**src/sv/insert_coverage_expectation_core_assert.svh**
```systemverilog
// Assertion macros for the expected-coverage store.
// Depends on nothing; included by the top level, which checks its own logic.
`ifndef INSERT_COVERAGE_EXPECTATION_CORE_ASSERT_SVH
`define INSERT_COVERAGE_EXPECTATION_CORE_ASSERT_SVH

// Implication checked on every clock edge outside reset.
`define ICE_ASSERT_IMP(label, clk, rst_n, ante, cons) \
	label: assert property (@(posedge clk) disable iff (!rst_n) (ante) |-> (cons)) \
		else $error("assertion failed");

// Implication whose consequent is checked in the cycle after the antecedent.
`define ICE_ASSERT_NEXT(label, clk, rst_n, ante, cons) \
	label: assert property (@(posedge clk) disable iff (!rst_n) (ante) |=> (cons)) \
		else $error("assertion failed");

`endif

```
**src/sv/ice_pkg.sv**
```systemverilog
// Package for the expected-coverage store: sizes, codes and shared types.
// Depends on nothing; used by every module of the block.
package ice_pkg;
	localparam int MaxLen = 1024;
	localparam int AddrW = $clog2(MaxLen);
	localparam int LenW = AddrW + 1;
	localparam int SumW = 40;
	localparam int CntW = 24;
	localparam int FracW = 17;
	localparam int QuoW = SumW;
	localparam int MulW = CntW + LenW + 16;

	typedef enum logic [1:0] {
		OP_ADD = 2'd0,
		OP_READ = 2'd1,
		OP_CLEAR = 2'd2,
		OP_NONE = 2'd3
	} op_t;

	typedef enum logic [0:0] {
		CFG_REGION_LENGTH = 1'd0,
		CFG_TOTAL_COUNT = 1'd1
	} cfg_idx_t;

	typedef enum logic [2:0] {
		ST_IDLE,
		ST_CLEAR,
		ST_ADD,
		ST_READ,
		ST_RDIV
	} state_t;

	// Request to the shared divider and its reply.
	typedef struct packed {
		logic start;
		logic [MulW-1:0] dividend;
		logic [CntW-1:0] divisor;
	} div_req_t;

	typedef struct packed {
		logic busy;
		logic done;
		logic [MulW-1:0] quotient;
	} div_rsp_t;
endpackage

```
**src/sv/ice_div.sv**
```systemverilog
// Restoring divider, one quotient bit per cycle.
// Depends on ice_pkg; shared by the add and read paths of the sequencer.
module ice_div (
	input logic clk,
	input logic arst_n,
	input ice_pkg::div_req_t req,
	output ice_pkg::div_rsp_t rsp
);
	localparam int W = ice_pkg::MulW;
	localparam int CW = $clog2(W + 1);

	logic [W-1:0] quo_q;
	logic [ice_pkg::CntW:0] rem_q;
	logic [ice_pkg::CntW-1:0] dvs_q;
	logic [CW-1:0] cnt_q;
	logic busy_q;
	logic done_q;
	logic [ice_pkg::CntW:0] trial;

	assign trial = {rem_q[ice_pkg::CntW-1:0], quo_q[W-1]};

	always_ff @(posedge clk or negedge arst_n) begin
		if (!arst_n) begin
			busy_q <= 1'b0;
			done_q <= 1'b0;
			cnt_q <= '0;
		end else begin
			done_q <= 1'b0;
			if (req.start) begin
				busy_q <= 1'b1;
				cnt_q <= CW'(W);
			end else if (busy_q) begin
				cnt_q <= cnt_q - 1'b1;
				if (cnt_q == CW'(1)) begin
					busy_q <= 1'b0;
					done_q <= 1'b1;
				end
			end
		end
	end

	always_ff @(posedge clk) begin
		if (req.start) begin
			quo_q <= req.dividend;
			rem_q <= '0;
			dvs_q <= req.divisor;
		end else if (busy_q) begin
			if (trial >= {1'b0, dvs_q}) begin
				rem_q <= trial - {1'b0, dvs_q};
				quo_q <= {quo_q[W-2:0], 1'b1};
			end else begin
				rem_q <= trial;
				quo_q <= {quo_q[W-2:0], 1'b0};
			end
		end
	end

	assign rsp.busy = busy_q;
	assign rsp.done = done_q;
	assign rsp.quotient = quo_q;
endmodule

```
**config.mk**
```make
export PLATFORM = sky130hd
export DESIGN_NAME = ice_div
export DESIGN_NICKNAME = d
export VERILOG_FILES = /design/src/sv/insert_coverage_expectation_core_assert.svh /design/src/sv/ice_pkg.sv /design/src/sv/ice_div.sv
export SDC_FILE = /design/constraint.sdc
export NUM_CORES = 1
export LEC_CHECK = 0
export CELL_PAD_IN_SITES_DETAIL_PLACEMENT = 1
export CELL_PAD_IN_SITES_GLOBAL_PLACEMENT = 1
export CORE_MARGIN = 8
export CORE_UTILIZATION = 56
export CTS_BUF_LIST = sky130_fd_sc_hd__clkbuf_8
export DETAILED_ROUTE_END_ITERATION = 12
export DONT_BUFFER_PORTS = 1
export PLACE_DENSITY_LB_ADDON = 0.1
export SLEW_MARGIN = 40
export SYNTH_ARGS = -nofsm -noshare
export SYNTH_HDL_FRONTEND = slang
export SYNTH_SLANG_ARGS = --single-unit
```
**constraint.sdc**
```tcl
create_clock -name clk -period 4.9 [get_ports clk]
set_clock_uncertainty 0.1 [all_clocks]
set_input_delay 0.245 -clock clk [delete_from_list [all_inputs] [get_ports clk]]
set_output_delay 0.245 -clock clk [all_outputs]
set_load 0.03 [all_outputs]
```
After elaboration in Yosys (flattened, before gate mapping)
Index checks and enable logic that the tools add are counted.
{"block": "word_totals", "ff_bits": 107, "inputBits": 78, "output_inout_bits": 53, "word_cells": 23}
{"block": "classes", "n_addsub": 2, "n_lt_le_gt_ge": 1, "eq_ne": 1, "muxes": 12, "n_reduce_logical": 1}
{"cell": "2-to-1 mux 51 bit", "n": 2}
{"cell": ">= comparator 25 x 24 -> 1 bit", "n": 1}
{"cell": "2-to-1 mux 24 bit", "n": 1}
{"cell": "subtractor 24 bit", "n": 1}
{"cell": "2-to-1 mux 6 bit", "n": 2}
{"cell": "2-to-1 mux 1 bit", "n": 7}
{"cell": "== test 6 x 1 -> 1 bit, second input constant", "n": 1}
{"cell": "subtractor 6 x 1 -> 6 bit, second input constant", "n": 1}
{"cell": "nonzero test 2 bit", "n": 1}

Depth between registers and ports, before layout
Gate-level depths: netlist (run 1).
{"block": "logic_depth", "word_depth": 4, "mapped_depth": 13}

Least setup slack after synthesis (run 1)
OpenSTA, ideal clock, no wires.
{"block": "synth_timing", "path_type": "flip-flop to flip-flop", "startpoint": "register quo_q[50]", "endpoint": "register rem_q[22] (netlist name)", "setup_time_ns": 0.077, "arrival_time_ns": 2.667, "required_time_ns": 4.723, "path_slack_ns": 2.056, "path_stages_with_launch": 12, "period_less_slack_ns": 2.844, "path_cell_list": "edfxtp_1 -> inv_1 -> ha_1 -> fa_1 -> nor2b_1 -> o31ai_1 -> a211oi_1 -> o2111ai_1 -> nand2_1 -> nor4b_1 -> or4_4 -> a41oi_2"}
{"block": "synth_via", "elab_chain_cells": 2, "elab_cells_between_ends": 3, "classes_between": "1 x add/sub; 1 x order compare; 1 x mux"}
{"item": "from (decl)", "line_no": "ice_div.sv:12", "source": "logic [W-1:0] quo_q;"}
{"item": "from (signal assigned)", "line_no": "ice_div.sv:44", "source": "quo_q <= req.dividend;"}
{"item": "from (signal assigned)", "line_no": "ice_div.sv:50", "source": "quo_q <= {quo_q[W-2:0], 1'b1};"}
{"item": "from (signal assigned)", "line_no": "ice_div.sv:53", "source": "quo_q <= {quo_q[W-2:0], 1'b0};"}
{"item": "subtractor 24 bit / >= comparator 25 x 24 -> 1 bit (equally long branches)", "line_no": "ice_div.sv:49, ice_div.sv:48"}
{"item": "2-to-1 mux 24 bit *", "line_no": "ice_div.sv:48", "source": "if (trial >= {1'b0, dvs_q}) begin"}
{"item": "to (signal assigned)", "line_no": "ice_div.sv:49", "source": "rem_q <= trial - {1'b0, dvs_q};"}
{"item": "to (signal assigned)", "line_no": "ice_div.sv:52", "source": "rem_q <= trial;"}
{"item": "to (decl)", "line_no": "ice_div.sv:13", "source": "logic [ice_pkg::CntW:0] rem_q;"}
Mark *: on every way between the ends. The rest lies on a longest branch, timed or not.
A chain may end at the register's enable or synchronous reset.

Worst setup path in the final report (run 1)
Ends and elaborated chain as after synthesis.

==> reports/qor.txt, run 1 <==
R2R depth: 11
Status: finished, final reports clean
Multi-input logic area: 2580 sq um
Max_cap viols: 0
First-pass GRT wire length: 28800 microns
Antenna violations before repair: 2
Sw Share: 43.0%
CP top delay family: compound AO/OA/AOI/OAI gates
TritonCTS buffer count: 9
Final worst path period share: 79.8%
Die area: 13700 sq um
Area added between synthesis and finish: 18.7%
Max transition margin: 49.0%
Register share of total power: 41.1%
Post-synth cell types: 61
Crit-path max FO: 5
Area of the core: 10100 sq um
Final slew viol count: 0
Peak Freq: 256 MHz
DPL Wire Length: 9640 microns
Post-cts sizing count: 0
Critical Path Start Type: register
Minimum clock period: 3.91 ns
Setup TNS: 0 ns
DRT antenna net count: 0
GPL Wtd Cong: 0.824
All-Layer GR Usage: 28.2%
Leak: 2.69 nW
Filler cells: 991
Worst skew pair latency: 0.42 ns
Tightest Pin Transition: 0.760 ns
Crit path capture type: register
Clk sink count: 107
Crit-path cells: inv_1, ha_1, fa_1, nor2b_1, o31ai_1, a211oi_1, o2111ai_1, nand2_1, nor4b_1, o211ai_1, a41oi_2
Synth Cell Area: 5720 sq um
Post-CTS Setup Bufs: 0
Grt total ovfl: 0
CTS tree: yes
Post-synth ARST share: 7.48%
Critical Path End: rem_q[22]
P_int: 1.91 mW
Root Driver: clkbuf_8
NumNets Final: 666
Critical path type: reg -> reg
Slowest stage delay, CP: 0.62 ns
Vias in the first global route: 4912
DRT Wirelength: 20700 microns
Number of synthesized flops with an enable pin: 75
H-tree depth: 3
WL per Instance: 29.3 microns
Net switching power figure: 1.44 mW
Share of layout cells above drive strength 1: 14.3%
Arr. time, crit path: 4.14 ns
Yosys reg bits: 107
Final Power: 3.35 mW
Clock Tree Buf Depth: 2
Hold WC Path Type: in -> async
Critical R2R Launch: quo_q[50]
Syn. warnings: 0
FF+latch area: 2930 sq um
I/O pin total: 131
Syn_area_per_cell: 11.6 sq um
Commonest non-fill, non-tap cells in the layout: dlygate4sd3_1 (77), edfxtp_1 (75), mux2_2 (51), nand2_1 (38)
Clock share of power: 18.4%
Initial DRC count: 439
Slowest cell on crit path: o31ai_1
CP Buf/Inv Count: 1
RSZ-0062 raised after global routing: no
Worst vdd ir: 0.216 mV
R2r endpoint: rem_q[22]
CP Launch Point: quo_q[50]
Reg2Reg Setup Slack: 0.99 ns
Clock-pin slew on the worst setup and hold paths: 0.13 ns
Mapped Cells: 494
Comb pwr share: 40.5%
Fin. Hold Viols: 0
Most common cell after layout, fill and taps aside: dlygate4sd3_1
Pwr per Cell Area: 493 nW/um^2
Hold slack: 0.123 ns
Register area share after synthesis: 51.2%
Total number of vias: 4664
Residual DRC: 0
Most used flip-flop cell after synthesis: edfxtp_1
Die W: 117 microns
Largest net degree at the start of global routing: 107
Final setup violation count: 0
Chip height: 117 microns
Hold Buf Count CTS: 78
Crit. path cell count: 11
Initial core utilization: 56.4%
Req. time, crit path: 5.13 ns
Drt pass-1 iters: 4
Core Rows: 37
Syn Nets: 599
Port bufs: 0
Core Util, Final: 67.0%
Vias per std cell: 6.63
## final cells by class
cell class                      instances  area share, %
Tap cell                              136           2.50
Inverter                               28           1.55
Sequential cell                       107           43.2
Antenna cell                            2         0.0737
Clock inverter                          7           1.10
Timing Repair Buffer                   79           11.9
Clock buffer                            9           1.82
Multi-Input combinational cell        336           37.9
## sequential cells by signal, summed over array words and instances, names as in the netlist
signal	flops
quo_q	51
dvs_q	24
rem_q	24
cnt_q	6
busy_q	1
done_q	1
## worst register-to-register path, stage by stage (launching register included)
cell and delay [ns]:
edfxtp_1 0.59, inv_1 0.17, ha_1 0.22, fa_1 0.25, nor2b_1 0.08, o31ai_1 0.62
a211oi_1 0.26, o2111ai_1 0.37, nand2_1 0.17, nor4b_1 0.55, o211ai_1 0.21, a41oi_2 0.26
## power by group through the flow
stage / combinational [mW] / clock, mW / sequential [mW]
2_1_floorplan: 0.947 / 0 / 1.33
3_3_place_gp: 1.11 / 0 / 1.36
3_5_place_dp: 1.14 / 0 / 1.37
4_1_cts: 1.22 / 0.571 / 1.35
5_1_grt: 1.44 / 0.642 / 1.39
6_report: 1.36 / 0.615 / 1.38
## how the worst min path moves through the flow
stage               slack [ns]       end  cells after the start  startpoint
floorplan                -0.15    busy_q                      0      arst_n
global placement         -0.15  cnt_q[4]                      0      arst_n
detailed placement       -0.15  cnt_q[3]                      0      arst_n
CTS                       0.08    done_q                      1      arst_n
global route              0.13  cnt_q[0]                      1      arst_n
finish                    0.12    done_q                      1      arst_n
## routing by layer
metal	wire length (microns)	vias up	track usage (%)
met2	10500	265	47.4
met4	732	0	12.1
met3	1710	58	8.98
met5	0	-	0
met1	7710	2347	32.5
li1	-	1994	-
## Yosys cell counts, types with 7 or more instances
library cell   n  area [sq um]
edfxtp_1      75          2250
mux2_2        51           574
nand2_1       39           146
nor2_1        29           109
inv_1         28           105
a21oi_1       27           135
ha_1          26           325
dfxtp_1       24           480
a211oi_1      17           128
clkbuf_1      13          48.8
o21ai_0       13          65.1
xnor2_1       11          96.3
a21o_1        10          75.1
a311oi_1       8          70.1
dfrtp_1        8           200
nor3_1         8          40.0
xor2_1         8          70.1
nand2b_1       7          43.8
o211ai_1       7          52.6
## cells by family after synthesis
logic type,after synthesis,share of synthesized area (%)
compound gates,119,14.6
xor+xnor,19,2.91
fa+ha+maj,27,6.03
buf+inv,51,3.83
flops,107,51.2
mux,57,11.1
simple gates,114,10.3
## per-stage QoR
| step | setup slack (ns) | cells | area, sq um |
|---|---|---|---|
| 6_report | 0.991 | 704 | 6800 |
| 5_1_grt | 0.844 | 704 | 6800 |
| 4_1_cts | 1.43 | 702 | 6790 |
| 3_5_place_dp | 1.49 | 608 | 5790 |
| 3_3_place_gp | 1.47 | 608 | 5790 |
| 2_1_floorplan | 2.06 | 494 | 5720 |
(Power assumes the default switching activity.)
==> run 2: changes to the inputs <==
--- a/config.mk
+++ b/config.mk
@@ -5,10 +5,11 @@
 export SDC_FILE = /design/constraint.sdc
 export NUM_CORES = 1
 export LEC_CHECK = 0
+export ABC_AREA = 1
 export CELL_PAD_IN_SITES_DETAIL_PLACEMENT = 1
 export CELL_PAD_IN_SITES_GLOBAL_PLACEMENT = 1
 export CORE_MARGIN = 8
-export CORE_UTILIZATION = 56
+export CORE_UTILIZATION = 48
 export CTS_BUF_LIST = sky130_fd_sc_hd__clkbuf_8
 export DETAILED_ROUTE_END_ITERATION = 12
 export DONT_BUFFER_PORTS = 1
==> constraint.sdc (replaced) <==
create_clock -name clk -period 4 [get_ports clk]
set_clock_uncertainty 0.1 [all_clocks]
set_input_delay 0.2 -clock clk [delete_from_list [all_inputs] [get_ports clk]]
set_output_delay 0.2 -clock clk [all_outputs]
set_load 0.03 [all_outputs]
==> reports/qor.txt, run 2 <==
Max transition margin: 55.3% (was 49.0%)
First-pass GRT wire length: 33700 microns (was 28800 microns)
DRT Wirelength: 21000 microns (was 20700 microns)
Leak: 3.77 nW (was 2.69 nW)
Register area share after synthesis: 46.7% (was 51.2%)
Net switching power figure: 1.67 mW (was 1.44 mW)
Final Cell Area: 7380 sq um (was 6800 sq um)
Req. time, crit path: 4.20 ns (was 5.13 ns)
Count leader, synth: nand2_1 (was edfxtp_1)
Status: finished, final reports clean (unchanged)
Port bufs: 0 (unchanged)
TritonCTS buffer count: 9 (unchanged)
Clock Tree Buf Depth: 2 (unchanged)
Multi-input logic area: 2700 sq um (was 2580 sq um)
Crit-path cells: inv_1, ha_1, fa_1, inv_1, nand3_1, nand3_1, nand3_1, nand2_1, nand2_1, nand2_1, nand2_1, nand2_1, nand2_1, nand3_1, nand2_1 (was inv_1, ha_1, fa_1, nor2b_1, o31ai_1, a211oi_1, o2111ai_1, nand2_1, nor4b_1, o211ai_1, a41oi_2)
Mapped Cells: 843 (was 494)
Synth Cell Area: 6280 sq um (was 5720 sq um)
Peak Freq: 374 MHz (was 256 MHz)
Crit path capture type: register (unchanged)
Die area: 17000 sq um (was 13700 sq um)
Hold depth: 2
Arr. time, crit path: 2.87 ns (was 4.14 ns)
Total number of vias: 5718 (was 4664)
Final worst path period share: 66.8% (was 79.8%)
Post-synth top area share: 35.9% (was 39.4%)
Critical Path Start Type: register (unchanged)
FF+latch area: 2930 sq um (unchanged)
Syn Nets: 948 (was 599)
H-tree depth: 3 (unchanged)
Antenna violations before repair: 2 (unchanged)
Critical R2R Launch: quo_q[50] (unchanged)
Minimum clock period: 2.67 ns (was 3.91 ns)
Vias per std cell: 5.25 (was 6.63)
Hold slack: 0.00501 ns (was 0.123 ns)
Worst skew pair latency: 0.40 ns (was 0.42 ns)
Setup TNS: 0 ns (unchanged)
Hold endpoint: quo_q[0]
Reg2Reg Setup Slack: 1.33 ns (was 0.99 ns)
Post-CTS Setup Bufs: 0 (unchanged)
Worst vdd ir: 0.249 mV (was 0.216 mV)
Number of synthesized flops with an enable pin: 75 (unchanged)
Clk sink count: 107 (unchanged)
Hold WC Path Type: in -> reg (was in -> async)
Tightest Pin Transition: 0.669 ns (was 0.760 ns)
Top post-synthesis cells by count: nand2_1 (371), inv_1 (133), edfxtp_1 (75) (was edfxtp_1 (75), mux2_2 (51), nand2_1 (39))
Grt total ovfl: 0 (unchanged)
Placement-stage cell area: 6400 sq um (was 5790 sq um)
Slowest stage delay, CP: 0.58 ns (was 0.62 ns)
RSZ-0062 raised after global routing: no (unchanged)
Area of the core: 12700 sq um (was 10100 sq um)
R2R depth: 15 (was 11)
Core Rows: 41 (was 37)
NumNets Final: 1016 (was 666)
DRT antenna net count: 0 (unchanged)
Initial DRC count: 318 (was 439)
I/O pin total: 131 (unchanged)
WL per Instance: 19.3 microns (was 29.3 microns)
Sw Share: 43.0% (about the same)
Critical hold path startpoint: req[24]
Max_cap viols: 0 (unchanged)
Comb pwr share: 40.6% (was 40.5%)
Initial core utilization: 49.4% (was 56.4%)
P_int: 2.21 mW (was 1.91 mW)
Post-synth ARST share: 7.48% (unchanged)
Chip height: 130 microns (was 117 microns)
Vias in the first global route: 6317 (was 4912)
Top reg by flops: quo_q (unchanged)
Register share of total power: 40.9% (was 41.1%)
Share of layout cells above drive strength 1: 3.93% (was 14.3%)
Slowest cell on crit path: edfxtp_1 (was o31ai_1)
Final slew viol count: 0 (unchanged)
Syn_area_per_cell: 7.45 sq um (was 11.6 sq um)
Core Util, Final: 58.0% (was 67.0%)
Largest register FFs: 51 (unchanged)
Most common cell after layout, fill and taps aside: nand2_1 (was dlygate4sd3_1)
Root Driver: clkbuf_8 (unchanged)
Post-synth cell types: 35 (was 61)
Yosys reg bits: 107 (unchanged)
GPL Wtd Cong: 0.854 (was 0.824)
Fin. Hold Viols: 0 (unchanged)
Filler cells: 1613 (was 991)
Clock share of power: 18.5% (was 18.4%)
Most common cell on crit path: nand2_1
Synth top area cells: edfxtp_1 (36%), nand2_1 (22%), inv_1 (8.0%) (was edfxtp_1 (39%), mux2_2 (10%), dfxtp_1 (8.4%))
Drt pass-1 iters: 5 (was 4)
Pwr per Cell Area: 525 nW/um^2 (was 493 nW/um^2)
Residual DRC: 0 (unchanged)
Most used flip-flop cell after synthesis: edfxtp_1 (unchanged)
Area added between synthesis and finish: 17.6% (was 18.7%)
Crit-path max FO: 4 (was 5)
R2r endpoint: rem_q[12] (was rem_q[22])
Final cell count without fillers: 1090 (was 704)
Critical path type: reg -> reg (unchanged)
Final setup violation count: 0 (unchanged)
Synth area leader: edfxtp_1 (unchanged)
Dpl cells: 996 (was 608)
Die W: 130 microns (was 117 microns)
Syn. warnings: 0 (unchanged)
CTS tree: yes (unchanged)
DPL Wire Length: 12900 microns (was 9640 microns)
Clock-pin slew on the worst setup and hold paths: 0.12 ns (was 0.13 ns)
Commonest non-fill, non-tap cells in the layout: nand2_1 (371), inv_1 (132), edfxtp_1 (75), dlygate4sd3_1 (75), nand3_1 (68) (was dlygate4sd3_1 (77), edfxtp_1 (75), mux2_2 (51), nand2_1 (38))
Largest net degree at the start of global routing: 78 (was 107)
Largest registers: quo_q x51, dvs_q x24, rem_q x24 (unchanged)
All-Layer GR Usage: 25.7% (was 28.2%)
## run 2: power by group through the flow
stage / Sequential [mW] / Combinational, mW / Clock [mW]
2_1_floorplan: 1.56 / 1.16 / 0
3_3_place_gp: 1.59 / 1.42 / 0
3_5_place_dp: 1.60 / 1.47 / 0
4_1_cts: 1.58 / 1.55 / 0.726
5_1_grt: 1.61 / 1.79 / 0.755
6_report: 1.59 / 1.57 / 0.718
## run 2: cell type report
class / count / area share (%)
Sequential cell: 107 / 39.7
Multi-Input combinational cell: 576 / 36.6
Timing Repair Buffer: 81 / 11.0
Inverter: 136 / 6.93
Tap cell: 172 / 2.91
Clock buffer: 9 / 1.68
Clock inverter: 7 / 1.02
Antenna cell: 2 / 0.0678
## run 2: how the worst max path moves through the flow
stage,from,to,slack [ns],depth (start not counted)
6_report,quo_q[50],rem_q[12],1.33,15
5_1_grt,quo_q[50],rem_q[1],1.07,13
4_1_cts,quo_q[50],rem_q[16],1.32,15
3_5_place_dp,quo_q[50],rem_q[16],1.36,15
3_3_place_gp,quo_q[50],rem_q[21],1.45,15
2_1_floorplan,req[75],quo_q[0],1.19,4
## run 2: logic make-up (layout without fill, tap and decap cells)
family | count (synthesis) | after routing | share of synthesized area (%)
flops | 107 | 107 | 46.7
other cells | 0 | 2 | 0
fa+ha+maj | 27 | 27 | 5.50
buf+inv | 160 | 233 | 10.2
compound gates | 38 | 38 | 3.15
simple gates | 502 | 502 | 33.2
xor+xnor | 9 | 9 | 1.26
## run 2: metrics by stage
| stage | setup slack, ns | total power [mW] |
|---|---|---|
| floorplan | 1.19 | 2.72 |
| global placement | 1.45 | 3.01 |
| detailed placement | 1.36 | 3.06 |
| CTS | 1.32 | 3.86 |
| global route | 1.07 | 4.15 |
| finish | 1.33 | 3.88 |
## run 2: worst max-delay path, delay by kind of cell, from the launching register on
kind	cells	cell delay [ns]
and+or+nand+nor	11	0.96
adders and majority gates	2	0.69
DFF	1	0.58
buffers and inverters	2	0.26
## run 2: timing repair
item,4_1_cts,5_1_grt
hold endpoints to repair,109,0
hold buffers,76,0
gates resized for setup,0,0
setup endpoints to repair,0,0
## run 2: per-layer routing
metal / vias up / track usage (%) / share of wire [%]
li1: 2767 / - / -
met2: 189 / 46.1 / 51
met4: 0 / 7.22 / 2.1
met1: 2733 / 28.8 / 39
met5: - / 0 / 0
met3: 29 / 8.23 / 7.9
==> run 3: changes to the inputs <==
--- a/config.mk
+++ b/config.mk
@@ -5,11 +5,11 @@
 export SDC_FILE = /design/constraint.sdc
 export NUM_CORES = 1
 export LEC_CHECK = 0
-export ABC_AREA = 1
+export ABC_AREA = 0
 export CELL_PAD_IN_SITES_DETAIL_PLACEMENT = 1
 export CELL_PAD_IN_SITES_GLOBAL_PLACEMENT = 1
 export CORE_MARGIN = 8
-export CORE_UTILIZATION = 48
+export CORE_UTILIZATION = 47
 export CTS_BUF_LIST = sky130_fd_sc_hd__clkbuf_8
 export DETAILED_ROUTE_END_ITERATION = 12
 export DONT_BUFFER_PORTS = 1
==> constraint.sdc (replaced) <==
create_clock -name clk -period 2.4 [get_ports clk]
set_clock_uncertainty 0.1 [all_clocks]
set_input_delay 0.12 -clock clk [delete_from_list [all_inputs] [get_ports clk]]
set_output_delay 0.12 -clock clk [all_outputs]
set_load 0.03 [all_outputs]
==> reports/qor.txt, run 3 (same netlist as run 1, synthesis figures left out) <==
Status: complete, but fails checks (was finished, final reports clean)
Failing checks: setup timing
Area of the core: 12000 sq um (was 12700 sq um)
All-Layer GR Usage: 30.4% (was 25.7%)
Core Rows: 40 (was 41)
Root Driver: clkbuf_8 (unchanged)
Pwr per Cell Area: 1140 nW/um^2 (was 525 nW/um^2)
Register share of total power: 28.6% (was 40.9%)
Vias in the first global route: 5865 (was 6317)
Clock Tree Buf Depth: 2 (unchanged)
Clock-pin slew on the worst setup and hold paths: 0.15 ns (was 0.12 ns)
I/O pin total: 131 (unchanged)
WL per Instance: 35.7 microns (was 19.3 microns)
TritonCTS buffer count: 9 (unchanged)
Final Power: 10.0 mW (was 3.88 mW)
Arr. time, crit path: 3.33 ns (was 2.87 ns)
Worst skew pair latency: 0.44 ns (was 0.40 ns)
DRT Wirelength: 31100 microns (was 21000 microns)
Grt total ovfl: 0 (unchanged)
Minimum clock period: 3.12 ns (was 2.67 ns)
Drt pass-1 iters: 5 (unchanged)
GPL Wtd Cong: 0.832 (was 0.854)
Sw Share: 44.5% (was 43.0%)
Die W: 126 microns (was 130 microns)
Max_cap viols: 0 (unchanged)
Port bufs: 0 (unchanged)
Largest register FFs: 51 (unchanged)
Leak: 3.54 nW (was 3.77 nW)
Top reg by flops: quo_q (unchanged)
Critical Path Start Type: register (unchanged)
Critical path type: reg -> reg (unchanged)
Fin worst setup slack: -0.724 ns (was 1.33 ns)
Final worst path period share: 130% (was 66.8%)
Largest net degree at the start of global routing: 77 (was 78)
Clock share of power: 12.3% (was 18.5%)
Largest registers: quo_q x51, dvs_q x24, rem_q x24 (unchanged)
Most common cell after layout, fill and taps aside: dlygate4sd3_1 (was nand2_1)
Initial DRC count: 687 (was 318)
DPL Wire Length: 11200 microns (was 12900 microns)
Share of layout cells above drive strength 1: 40.7% (was 3.93%)
Net switching power figure: 4.46 mW (was 1.67 mW)
Place WS: -0.416 ns (was 1.36 ns)
CTS tree: yes (unchanged)
R2R depth: 12 (was 15)
Hold depth: 1 (was 2)
Vias per std cell: 6.78 (was 5.25)
Total number of vias: 5895 (was 5718)
Max transition margin: 65.7% (was 55.3%)
RSZ-0062 raised after global routing: yes (was no)
Final setup violation count: 25 (was 0)
Tightest Pin Transition: 0.512 ns (was 0.669 ns)
P_int: 5.57 mW (was 2.21 mW)
Residual DRC: 0 (unchanged)
Req. time, crit path: 2.61 ns (was 4.20 ns)
H-tree depth: 3 (unchanged)
Commonest non-fill, non-tap cells in the layout: dlygate4sd3_1 (110), buf_4 (106), edfxtp_1 (75), mux2_2 (50), nand2_1 (31) (was nand2_1 (371), inv_1 (132), edfxtp_1 (75), dlygate4sd3_1 (75), nand3_1 (68))
Initial core utilization: 47.8% (was 49.4%)
Comb pwr share: 59.0% (was 40.6%)
Peak Freq: 320 MHz (was 374 MHz)
Clk sink count: 107 (unchanged)
Final slew viol count: 0 (unchanged)
DRT antenna net count: 0 (unchanged)
Die area: 16000 sq um (was 17000 sq um)
Fin. Hold Viols: 0 (unchanged)
Hold WC Path Type: in -> reg (unchanged)
Antenna violations before repair: 1 (was 2)
Worst vdd ir: 0.616 mV (was 0.249 mV)
Crit-path max FO: 2 (was 4)
Crit path capture type: register (unchanged)
Area added between synthesis and finish: 53.3% (was 17.6%)
First-pass GRT wire length: 36900 microns (was 33700 microns)
Chip height: 126 microns (was 130 microns)
NumNets Final: 820 (was 1016)
## run 3: stage by stage
| step | TNS [ns] | utilization, % | area (sq um) | cells | hold WS (ns) |
|---|---|---|---|---|---|
| finish | -13.27 | 73.4 | 8770 | 870 | 0.0463 |
| global placement | -4.34 | 55.3 | 6620 | 715 | -0.275 |
| CTS | -5.87 | 67.9 | 8120 | 846 | 0.0301 |
| detailed placement | -6.59 | 55.3 | 6620 | 715 | -0.275 |
| global route | -14.48 | 73.3 | 8770 | 867 | 0.0548 |
| floorplan | -2.59 | - | 5810 | 494 | -0.276 |
## run 3: repair_timing
action | CTS | global route
hold endpoints to repair | 140 | 0
gates resized for setup | 27 | 100
setup endpoints to repair | 25 | 26
buffers inserted | 4 | 22
gates cloned | 1 | 1
pin swaps | 18 | 41
hold buffers | 111 | 0
## run 3: worst paths after layout
path / from / endpoint / slack, ns
min in group asynchronous: arst_n / cnt_q[2] / 0.54
max: quo_q[50] / rem_q[20] / -0.72
max in group asynchronous: arst_n / busy_q / 1.29
min reg2reg: rem_q[22] / rem_q[23] / 0.48
min: req[75] / dvs_q[5] / 0.05
max reg2reg: quo_q[50] / rem_q[20] / -0.72
## run 3: routing by layer
| layer | share of wire [%] | global-route usage [%] | routed length [microns] | vias up |
|---|---|---|---|---|
| met3 | 11 | 12.1 | 3490 | 129 |
| li1 | - | - | - | 2291 |
| met2 | 46 | 49.0 | 14300 | 498 |
| met5 | 0.12 | 0 | 36 | - |
| met1 | 37 | 35.4 | 11400 | 2974 |
| met4 | 5.7 | 12.5 | 1780 | 3 |
## run 3: layout make-up
type,instances,area (sq um)
Clock buffer,9,124
Inverter,28,105
Timing Repair Buffer,233,2150
Clock inverter,7,73.8
Tap cell,147,184
Multi-Input combinational cell,336,3190
Antenna cell,3,7.51
Sequential cell,107,2930
Fill cell,1096,3190
## run 3: worst max-delay path, stage by stage (launching register included)
cell       delay [ns]
edfxtp_1         0.52
inv_2            0.09
ha_4             0.20
fa_2             0.37
nor2b_4          0.19
o31ai_4          0.10
a211oi_4         0.30
o2111ai_2        0.18
buf_4            0.19
a31oi_4          0.15
xor2_1           0.19
mux2i_1          0.12
a211oi_1         0.30
## run 3: power groups by stage
stage,clock (mW),sequential [mW],combinational [mW]
floorplan,0,2.71,2.03
global placement,0,2.74,3.31
detailed placement,0,2.76,3.41
CTS,1.14,2.73,3.90
global route,1.28,2.88,6.00
finish,1.24,2.87,5.92
